$ cat config.mk
export PLATFORM = sky130hd
export DESIGN_NAME = vector_normalizer_unit
export DESIGN_NICKNAME = d
export VERILOG_FILES = /design/src/hw/rtl/vn_pkg.sv /design/src/hw/rtl/vn_store.sv /design/src/hw/rtl/vn_sqrt.sv /design/src/hw/rtl/vn_div.sv /design/src/hw/rtl/vector_normalizer_unit.sv
export SDC_FILE = /design/constraint.sdc
export NUM_CORES = 2
export LEC_CHECK = 0
export ABC_AREA = 0
export BUFFER_PORTS_ARGS = -buffer_cell sky130_fd_sc_hd__buf_4
export CORE_MARGIN = 5
export CORE_UTILIZATION = 64
export DETAILED_ROUTE_END_ITERATION = 10
export HOLD_SLACK_MARGIN = 0.08
export PLACE_DENSITY = 0.78
export SLEW_MARGIN = 20
export SYNTH_ARGS = -nofsm -noshare
export SYNTH_HDL_FRONTEND = slang
export SYNTH_HIERARCHICAL = 1
export SYNTH_SLANG_ARGS = --single-unit
$ cat constraint.sdc
create_clock -name i_clk -period 8.5 [get_ports i_clk]
set_input_delay 0.85 -clock i_clk [delete_from_list [all_inputs] [get_ports i_clk]]
set_output_delay 0.85 -clock i_clk [all_outputs]
set_load 0.01 [all_outputs]
$ cat src/hw/rtl/vn_pkg.sv
// ----------------------------------------------------------------------------
// vn_pkg
// Shared constants of the vector normaliser: default sizes, port widths and
// the fixed-point format of the unit components.
// ----------------------------------------------------------------------------
`default_nettype none

package vn_pkg;

    localparam int MAX_LEN     = 64;
    localparam int SAMPLE_BITS = 24;

    localparam int IN_DATA_W   = 24;
    localparam int OUT_DATA_W  = 32;
    localparam int OUT_USER_W  = 2;

    localparam int USER_ZERO   = 0;
    localparam int USER_TRUNC  = 1;

    localparam int FRAC_BITS   = 30;
    localparam int QUOT_W      = FRAC_BITS + 1;

endpackage

`default_nettype wire

$ cat src/hw/rtl/vn_store.sv
// ----------------------------------------------------------------------------
// vn_store
// Element store: simple dual-port synchronous RAM, one write and one
// registered read per cycle.
// ----------------------------------------------------------------------------
`default_nettype none

module vn_store #(
    parameter int DEPTH  = vn_pkg::MAX_LEN,
    parameter int WIDTH  = vn_pkg::SAMPLE_BITS,
    parameter int ADDR_W = 6
) (
    input  wire               i_clk,
    input  wire               i_wr_en,
    input  wire  [ADDR_W-1:0] i_wr_addr,
    input  wire  [WIDTH-1:0]  i_wr_data,
    input  wire               i_rd_en,
    input  wire  [ADDR_W-1:0] i_rd_addr,
    output logic [WIDTH-1:0]  o_rd_data
);

    logic [WIDTH-1:0] r_mem [DEPTH];
    logic [WIDTH-1:0] r_rd_data;

    always_ff @(posedge i_clk) begin
        if (i_wr_en) begin
            r_mem[i_wr_addr] <= i_wr_data;
        end
        if (i_rd_en) begin
            r_rd_data <= r_mem[i_rd_addr];
        end
    end

    assign o_rd_data = r_rd_data;

endmodule

`default_nettype wire

$ cat src/hw/rtl/vn_sqrt.sv
// ----------------------------------------------------------------------------
// vn_sqrt
// Iterative floor square root, one result bit per cycle (digit-by-digit,
// restoring form on the remainder).
// ----------------------------------------------------------------------------
`default_nettype none

module vn_sqrt #(
    parameter int SUM_W  = 53,
    parameter int ROOT_W = 27
) (
    input  wire               i_clk,
    input  wire               i_rst_n,
    input  wire               i_start,
    input  wire  [SUM_W-1:0]  i_x,
    output logic              o_done,
    output logic [ROOT_W-1:0] o_root
);

    localparam int W     = SUM_W + 1;
    localparam int CNT_W = (ROOT_W > 1) ? $clog2(ROOT_W) : 1;

    logic             r_busy;
    logic             r_done;
    logic [CNT_W-1:0] r_cnt;
    logic [W-1:0]     r_x;
    logic [W-1:0]     r_r;
    logic [W-1:0]     r_b;
    logic [W-1:0]     w_t;
    logic             w_ge;

    assign w_t  = r_r + r_b;
    assign w_ge = (r_x >= w_t);

    always_ff @(posedge i_clk) begin
        if (!i_rst_n) begin
            r_busy <= 1'b0;
            r_done <= 1'b0;
            r_cnt  <= '0;
        end else begin
            r_done <= 1'b0;
            if (i_start) begin
                r_busy <= 1'b1;
                r_cnt  <= CNT_W'(ROOT_W - 1);
            end else if (r_busy) begin
                r_cnt <= r_cnt - 1'b1;
                if (r_cnt == '0) begin
                    r_busy <= 1'b0;
                    r_done <= 1'b1;
                end
            end
        end
    end

    always_ff @(posedge i_clk) begin
        if (i_start) begin
            r_x <= W'(i_x);
            r_r <= '0;
            r_b <= W'(1) << (2 * (ROOT_W - 1));
        end else if (r_busy) begin
            if (w_ge) begin
                r_x <= r_x - w_t;
                r_r <= (r_r >> 1) + r_b;
            end else begin
                r_r <= r_r >> 1;
            end
            r_b <= r_b >> 2;
        end
    end

    assign o_done = r_done;
    assign o_root = r_r[ROOT_W-1:0];

endmodule

`default_nettype wire

$ cat src/hw/rtl/vn_div.sv
// ----------------------------------------------------------------------------
// vn_div
// Restoring divider: (mag << FRAC_BITS) / den for mag <= den, one quotient
// bit per cycle, truncated toward zero.
// ----------------------------------------------------------------------------
`default_nettype none

module vn_div #(
    parameter int MAG_W = 24,
    parameter int DEN_W = 27
) (
    input  wire                       i_clk,
    input  wire                       i_rst_n,
    input  wire                       i_start,
    input  wire  [MAG_W-1:0]          i_mag,
    input  wire  [DEN_W-1:0]          i_den,
    output logic                      o_done,
    output logic [vn_pkg::QUOT_W-1:0] o_quot
);

    localparam int QW    = vn_pkg::QUOT_W;
    localparam int CNT_W = $clog2(QW);

    logic             r_busy;
    logic             r_done;
    logic [CNT_W-1:0] r_cnt;
    logic [DEN_W:0]   r_rem;
    logic [QW-1:0]    r_quot;
    logic [DEN_W:0]   w_den;
    logic             w_ge;
    logic [DEN_W:0]   w_diff;

    assign w_den  = {1'b0, i_den};
    assign w_ge   = (r_rem >= w_den);
    assign w_diff = w_ge ? (r_rem - w_den) : r_rem;

    always_ff @(posedge i_clk) begin
        if (!i_rst_n) begin
            r_busy <= 1'b0;
            r_done <= 1'b0;
            r_cnt  <= '0;
        end else begin
            r_done <= 1'b0;
            if (i_start) begin
                r_busy <= 1'b1;
                r_cnt  <= CNT_W'(QW - 1);
            end else if (r_busy) begin
                r_cnt <= r_cnt - 1'b1;
                if (r_cnt == '0) begin
                    r_busy <= 1'b0;
                    r_done <= 1'b1;
                end
            end
        end
    end

    always_ff @(posedge i_clk) begin
        if (i_start) begin
            r_rem  <= (DEN_W + 1)'(i_mag);
            r_quot <= '0;
        end else if (r_busy) begin
            r_rem  <= {w_diff[DEN_W-1:0], 1'b0};
            r_quot <= {r_quot[QW-2:0], w_ge};
        end
    end

    assign o_done = r_done;
    assign o_quot = r_quot;

endmodule

`default_nettype wire

$ cat src/hw/rtl/vector_normalizer_unit.sv
// ----------------------------------------------------------------------------
// vector_normalizer_unit
// Euclidean vector normaliser: buffers one vector of Q8.16 samples, takes
// the floor square root of the sum of squares and emits each sample divided
// by that length as a Q1.30 unit component.
//
// Input stream (s_axis): one sample per transaction, tlast on the final one.
// Samples are taken one per cycle while the vector loads; tready drops after
// the tlast transaction until the last result has entered the output
// register. Samples beyond MAX_LEN are dropped and flag every result.
// Output stream (m_axis): one result per stored sample, tlast on the final
// one; tuser carries the zero-length and truncation flags.
// After the tlast transaction the squaring pipeline drains and the bit-serial
// root is started; then for each result the store is read, the divider is
// started, the 31-bit serial divider runs and the output register is loaded.
// When the length is zero the divider is skipped. The divider sets the rate.
// A stalled receiver holds the output register; the finished quotient waits
// in the divider and the next division starts once the register frees.
// Reset (synchronous, active low) empties the vector and the output stage.
// ----------------------------------------------------------------------------
`default_nettype none

module vector_normalizer_unit #(
    parameter int MAX_LEN     = vn_pkg::MAX_LEN,
    parameter int SAMPLE_BITS = vn_pkg::SAMPLE_BITS
) (
    input  wire                              i_clk,
    input  wire                              i_rst_n,
    input  wire                              s_axis_tvalid,
    output logic                             s_axis_tready,
    // [23:0] element_value
    input  wire  [vn_pkg::IN_DATA_W-1:0]     s_axis_tdata,
    input  wire                              s_axis_tlast,
    output logic                             m_axis_tvalid,
    input  wire                              m_axis_tready,
    // [31:0] unit_value
    output logic [vn_pkg::OUT_DATA_W-1:0]    m_axis_tdata,
    // [0] zero_norm, [1] truncated
    output logic [vn_pkg::OUT_USER_W-1:0]    m_axis_tuser,
    output logic                             m_axis_tlast
);

    localparam int ADDR_W = (MAX_LEN > 1) ? $clog2(MAX_LEN) : 1;
    localparam int CNT_W  = $clog2(MAX_LEN + 1);
    localparam int SUM_W  = 2 * SAMPLE_BITS - 1 + $clog2(MAX_LEN);
    localparam int ROOT_W = (SUM_W + 1) / 2;
    localparam int OW     = vn_pkg::OUT_DATA_W;

    typedef enum logic [6:0] {
        S_LOAD  = 7'b0000001,
        S_FLUSH = 7'b0000010,
        S_ROOT  = 7'b0000100,
        S_RD    = 7'b0001000,
        S_START = 7'b0010000,
        S_DIV   = 7'b0100000,
        S_PUSH  = 7'b1000000
    } t_state;

    t_state                    r_state, n_state;
    logic [CNT_W-1:0]          r_count, n_count;
    logic [CNT_W-1:0]          r_idx, n_idx;
    logic                      r_ovf, n_ovf;
    logic [SUM_W-1:0]          r_sum, n_sum;
    logic [SAMPLE_BITS-1:0]    r_mag;
    logic                      r_mag_vld;
    logic [2*SAMPLE_BITS-1:0]  r_prod;
    logic                      r_prod_vld;
    logic [ROOT_W-1:0]         r_len;
    logic                      r_zero;
    logic                      r_neg;
    logic                      r_out_valid;
    logic [OW-1:0]             r_out_data;
    logic                      r_out_zero;
    logic                      r_out_trunc;
    logic                      r_out_last;

    logic [SAMPLE_BITS-1:0]    w_sample;
    logic [SAMPLE_BITS-1:0]    w_in_mag;
    logic                      w_accept;
    logic                      w_store;
    logic                      w_root_start;
    logic                      w_root_done;
    logic [ROOT_W-1:0]         w_root;
    logic                      w_rd_en;
    logic [SAMPLE_BITS-1:0]    w_rd_data;
    logic [SAMPLE_BITS-1:0]    w_rd_mag;
    logic                      w_div_start;
    logic                      w_div_done;
    logic [vn_pkg::QUOT_W-1:0] w_quot;
    logic                      w_out_free;
    logic                      w_push;
    logic                      w_last;
    logic [OW-1:0]             w_unit_pos;
    logic [OW-1:0]             w_unit;

    assign w_sample   = s_axis_tdata[SAMPLE_BITS-1:0];
    assign w_in_mag   = w_sample[SAMPLE_BITS-1] ? (~w_sample + 1'b1) : w_sample;
    assign w_rd_mag   = w_rd_data[SAMPLE_BITS-1] ? (~w_rd_data + 1'b1) : w_rd_data;
    assign w_accept   = s_axis_tvalid && s_axis_tready;
    assign w_store    = w_accept && (r_count != CNT_W'(MAX_LEN));
    assign w_out_free = !r_out_valid || m_axis_tready;
    assign w_last     = (CNT_W'(r_idx + 1'b1) == r_count);
    assign w_unit_pos = OW'(w_quot);
    assign w_unit     = r_zero ? '0 : (r_neg ? (~w_unit_pos + 1'b1) : w_unit_pos);

    assign s_axis_tready = (r_state == S_LOAD);

    vn_store #(
        .DEPTH  (MAX_LEN),
        .WIDTH  (SAMPLE_BITS),
        .ADDR_W (ADDR_W)
    ) u_store (
        .i_clk     (i_clk),
        .i_wr_en   (w_store),
        .i_wr_addr (r_count[ADDR_W-1:0]),
        .i_wr_data (w_sample),
        .i_rd_en   (w_rd_en),
        .i_rd_addr (r_idx[ADDR_W-1:0]),
        .o_rd_data (w_rd_data)
    );

    vn_sqrt #(
        .SUM_W  (SUM_W),
        .ROOT_W (ROOT_W)
    ) u_sqrt (
        .i_clk   (i_clk),
        .i_rst_n (i_rst_n),
        .i_start (w_root_start),
        .i_x     (r_sum),
        .o_done  (w_root_done),
        .o_root  (w_root)
    );

    vn_div #(
        .MAG_W (SAMPLE_BITS),
        .DEN_W (ROOT_W)
    ) u_div (
        .i_clk   (i_clk),
        .i_rst_n (i_rst_n),
        .i_start (w_div_start),
        .i_mag   (w_rd_mag),
        .i_den   (r_len),
        .o_done  (w_div_done),
        .o_quot  (w_quot)
    );

    always_comb begin
        n_state      = r_state;
        n_count      = r_count;
        n_idx        = r_idx;
        n_ovf        = r_ovf;
        n_sum        = r_sum;
        w_root_start = 1'b0;
        w_rd_en      = 1'b0;
        w_div_start  = 1'b0;
        w_push       = 1'b0;
        if (w_accept) begin
            if (w_store) begin
                n_count = r_count + 1'b1;
            end else begin
                n_ovf = 1'b1;
            end
        end
        if (r_prod_vld) begin
            n_sum = r_sum + SUM_W'(r_prod);
        end
        case (r_state)
            S_LOAD: begin
                if (w_accept && s_axis_tlast) begin
                    n_state = S_FLUSH;
                end
            end
            S_FLUSH: begin
                if (!r_mag_vld && !r_prod_vld) begin
                    w_root_start = 1'b1;
                    n_state      = S_ROOT;
                end
            end
            S_ROOT: begin
                if (w_root_done) begin
                    n_idx   = '0;
                    n_state = S_RD;
                end
            end
            S_RD: begin
                w_rd_en = 1'b1;
                n_state = S_START;
            end
            S_START: begin
                if (r_zero) begin
                    n_state = S_PUSH;
                end else begin
                    w_div_start = 1'b1;
                    n_state     = S_DIV;
                end
            end
            S_DIV: begin
                if (w_div_done) begin
                    n_state = S_PUSH;
                end
            end
            S_PUSH: begin
                if (w_out_free) begin
                    w_push = 1'b1;
                    if (w_last) begin
                        n_count = '0;
                        n_ovf   = 1'b0;
                        n_sum   = '0;
                        n_state = S_LOAD;
                    end else begin
                        n_idx   = r_idx + 1'b1;
                        n_state = S_RD;
                    end
                end
            end
            default: begin
                n_state = S_LOAD;
            end
        endcase
    end

    always_ff @(posedge i_clk) begin
        if (!i_rst_n) begin
            r_state     <= S_LOAD;
            r_count     <= '0;
            r_idx       <= '0;
            r_ovf       <= 1'b0;
            r_sum       <= '0;
            r_mag_vld   <= 1'b0;
            r_prod_vld  <= 1'b0;
            r_out_valid <= 1'b0;
        end else begin
            r_state    <= n_state;
            r_count    <= n_count;
            r_idx      <= n_idx;
            r_ovf      <= n_ovf;
            r_sum      <= n_sum;
            r_mag_vld  <= w_store;
            r_prod_vld <= r_mag_vld;
            if (w_push) begin
                r_out_valid <= 1'b1;
            end else if (m_axis_tready) begin
                r_out_valid <= 1'b0;
            end
        end
    end

    always_ff @(posedge i_clk) begin
        r_mag  <= w_in_mag;
        r_prod <= r_mag * r_mag;
        if (w_root_done) begin
            r_len  <= w_root;
            r_zero <= (w_root == '0);
        end
        if (r_state == S_START) begin
            r_neg <= w_rd_data[SAMPLE_BITS-1];
        end
        if (w_push) begin
            r_out_data  <= w_unit;
            r_out_zero  <= r_zero;
            r_out_trunc <= r_ovf;
            r_out_last  <= w_last;
        end
    end

    assign m_axis_tvalid                    = r_out_valid;
    assign m_axis_tdata                     = r_out_data;
    assign m_axis_tuser[vn_pkg::USER_ZERO]  = r_out_zero;
    assign m_axis_tuser[vn_pkg::USER_TRUNC] = r_out_trunc;
    assign m_axis_tlast                     = r_out_last;

endmodule

`default_nettype wire

==> impl_metrics.py <==
metrics = {
    "grt": {
        "grt_pass1_wl_um": 415000,
        "overflow": 0,
        "grt_usage_pct": 32.6,
        "grt_max_degree": 104,
        "grt_antenna_before_repair": 17,
        "grt_pass1_vias": 65689,
    },
    "cells_and_area": {
        "fill_cells": 10541,
        "drive_above_1_share_pct": 13.5,
        "fin_nets": 8477,
        "post_layout_nonfiller_instances": 9979,
        "final_area_um2": 113000,
        "area_growth_syn_to_layout_pct": 8.53,
    },
    "clocking": {
        "cts-root-buf": "clkbuf_16",
        "cts_made_buffers": 191,
        "clkSinkCount": 1981,
        "cts_tree": "done",
        "htreeDepth": 4,
        "clockBufferDepth": 3,
        "clkTransAtPathRegs_ns": 0.06,
        "cts_resized": 0,
        "hold_buffers": 0,
        "postCtsSetupBuffers": 0,
        "clock_latency_ns": 0.86,
    },
    "setup_path": {
        "critPathSlowestCell": "dfxtp_1",
        "rr_endpoint": "r_prod[42]",
        "crit_path_end_kind": "flop",
        "criticalPathCategory": "flop to flop",
        "cp_max_fo": 15,
        "r2r_start": "r_mag[3]",
        "r2r_slack_ns": 0.72,
        "cp_slowest_stage_delay_ns": 0.89,
        "crit_top_cell": "fa_1",
        "path_cells": "nand2_1, fa_1, inv_1, fa_1, inv_1, fa_1, fa_1, inv_1, fa_1, fa_1, inv_1, fa_1, inv_1, ha_1, a21oi_1, o21ai_0, a211oi_1, o31ai_1, a311o_1, a31oi_1, a211o_1, o21a_1, o21ai_0, xor2_1",
        "cp.required_ns": 9.18,
        "worst_setup_path_start_kind": "flop",
        "rr_worst_depth": 24,
        "crit_arrival_ns": 8.46,
    },
    "logic_synthesis": {
        "syn_nets": 8466,
        "synth_top_area_cell": "edfxtp_1",
        "ys.flop_type": "edfxtp_1",
        "synthCells": 7629,
        "yosysUniqueCellTypes": 103,
        "synth.most_common_cell": "edfxtp_1",
        "avgSynthCellArea_um2": 13.7,
        "async_flop_share_pct": 0,
        "yosysSeqAreaShare_pct": 54.4,
        "synth-edff-count": 1701,
        "yosys_register_bits": 1981,
        "synth_top_area_share_pct": 49.0,
        "synth_area_leaders": "edfxtp_1 49%, fa_1 8.4%, mux4_2 7.7%, dfxtp_1 5.4%, ha_1 4.5%",
        "mappedNetlistArea_um2": 104000,
        "synth_common_cells": "1701 x edfxtp_1, 698 x inv_1, 461 x nand2_1",
        "ys_warn_count": 6,
    },
    "timing": {
        "clock.fmax_mhz": 129,
        "rsz0062_at_grt": "false",
        "fin_setup_tns_ns": 0,
        "period_needed_ns": 7.78,
        "slew_headroom_pct": 15.5,
        "tightest_slew_ns": 1.27,
        "finalCritPeriodShare_pct": 91.5,
        "fin_worst_skew_ns": 0.0662,
        "hold_viol_final": 0,
        "slew_violations": 0,
        "setup_violations": 0,
    },
    "drt": {
        "firstDrtPassIters": 6,
        "postRouteWirelength_um": 277000,
        "drc": 0,
        "antenna_left": 0,
        "vias_per_cell": 6.60,
        "drt-initial-drc-count": 8789,
        "wire_per_inst_um": 27.8,
        "vias": 65910,
    },
    "die": {
        "rows": 148,
        "die-area_um2": 171000,
        "core_area_um2": 162000,
        "dieHeight_um": 413,
        "initial_utilization_pct": 64.2,
        "die_x_um": 413,
        "pin_count": 66,
    },
    "placement": {
        "dp_cells": 9622,
        "place_congestion": 0.932,
        "dpl-instance-area_um2": 107000,
        "portBuffers": 65,
        "post-dp-hpwl_um": 177000,
    },
    "flow_run": {
        "cap_viol_max_count": 0,
    },
    "hold_path": {
        "min_path_type": "primary input to flop",
        "min_to": "u_store/r_mem[6][19]",
        "hold_start": "s_axis_tdata[19]",
        "hold_path_depth": 1,
    },
    "status": {
        "run_status": "completed",
    },
}
## how the worst max path moves through the flow
stage | from | to | slack [ns] | cells past startpoint
floorplan | r_mag[3] | r_prod[46] | 1.55 | 26
global placement | r_mag[5] | r_prod[42] | 0.89 | 25
detailed placement | r_mag[3] | r_prod[42] | 0.79 | 24
CTS | r_mag[12] | r_prod[42] | 0.78 | 24
global route | r_mag[5] | r_prod[42] | 0.39 | 24
finish | r_mag[3] | r_prod[42] | 0.72 | 24
## cells by family after synthesis
logic type	synth area share (%)
xor gates and xnor gates	2.89
AOI/OAI and AO/OA	7.71
and+or+nand+nor	7.18
adders and majority gates	12.8
muxes	10.7
DFF	54.4
buffers and inverters	4.29
## metal layers
metal,share of wire (%),wire length (um),vias to the layer above,global-route usage (%)
met2,46,127000,4200,50.3
met4,4.1,11500,2,12.0
met3,13,35100,702,9.76
li1,-,-,28059,-
met1,37,103000,32947,44.7
met5,0.0043,12,-,0
## flip-flops by register name, indices dropped and copies added, names as in the netlist, 7 cells and up
signal             cells
r_mag                 24
r_sum                 53
u_sqrt/r_x            54
u_store/o_rd_data     24
m_axis_tdata          32
r_state                7
u_sqrt/r_b            27
r_idx                  7
u_div/r_rem           28
u_div/o_quot          31
r_prod                47
r_count                7
u_store/r_mem       1536
r_len                 27
u_sqrt/r_r            54
## worst max-delay path, delay by kind of cell (launching register included)
family	cells	cell delay [ns]
fa+ha+maj	8	4.04
compound gates	9	2.02
xor+xnor	1	0.16
buf+inv	5	0.26
flops	1	0.89
simple gates	1	0.27
## layout by cell type (no fill, tap or decap), types with 18 or more instances in the layout
master     count
nand4_1       61
and3_1        46
and2_1       159
dfxtp_1      273
o31ai_1       36
ha_1         373
clkinv_1      25
a221oi_1      66
a21o_1        96
edfxtp_1    1701
buf_4        190
nor2_2        51
nor2_1       369
nand3_1       95
nor4_1        22
o21a_1        54
or3_1         30
a31oi_1       81
nand2_1      460
clkbuf_16    193
clkbuf_1      41
a22oi_1       31
inv_1        697
mux4_2       355
nor3_1        41
o22ai_1       64
o21ai_0      243
nor2b_1       49
mux2_2        79
nand2b_1      46
nor2_4        18
o211ai_1      21
a21oi_1      261
xnor2_1      210
fa_1         435
xor2_1       134
clkinv_2      31
a211oi_1      53
mux2i_1      210
o21bai_1      42
## layout make-up
class                           count  area [um2]  area share [%]
Antenna cell                       12        30.0          0.0266
Clock buffer                      242        5090            4.50
Clock inverter                    103        1110           0.979
Inverter                          701        2630            2.33
Multi-Input combinational cell   4572       43300            38.3
Sequential cell                  1981       56700            50.2
Tap cell                         2175        2720            2.41
Timing Repair Buffer              193        1490            1.31
## stage by stage
| stage | hold slack (ns) | setup slack (ns) | util [%] |
|---|---|---|---|
| 2_1_floorplan | 0.385 | 1.55 | - |
| 3_3_place_gp | 0.458 | 0.887 | 65.9 |
| 3_5_place_dp | 0.445 | 0.791 | 65.9 |
| 4_1_cts | 0.140 | 0.779 | 69.7 |
| 5_1_grt | 0.156 | 0.395 | 69.7 |
| 6_report | 0.196 | 0.720 | 69.7 |
Power is not shown: default switching activity piles up to over one toggle a cycle in this logic, so the estimate is an artifact.
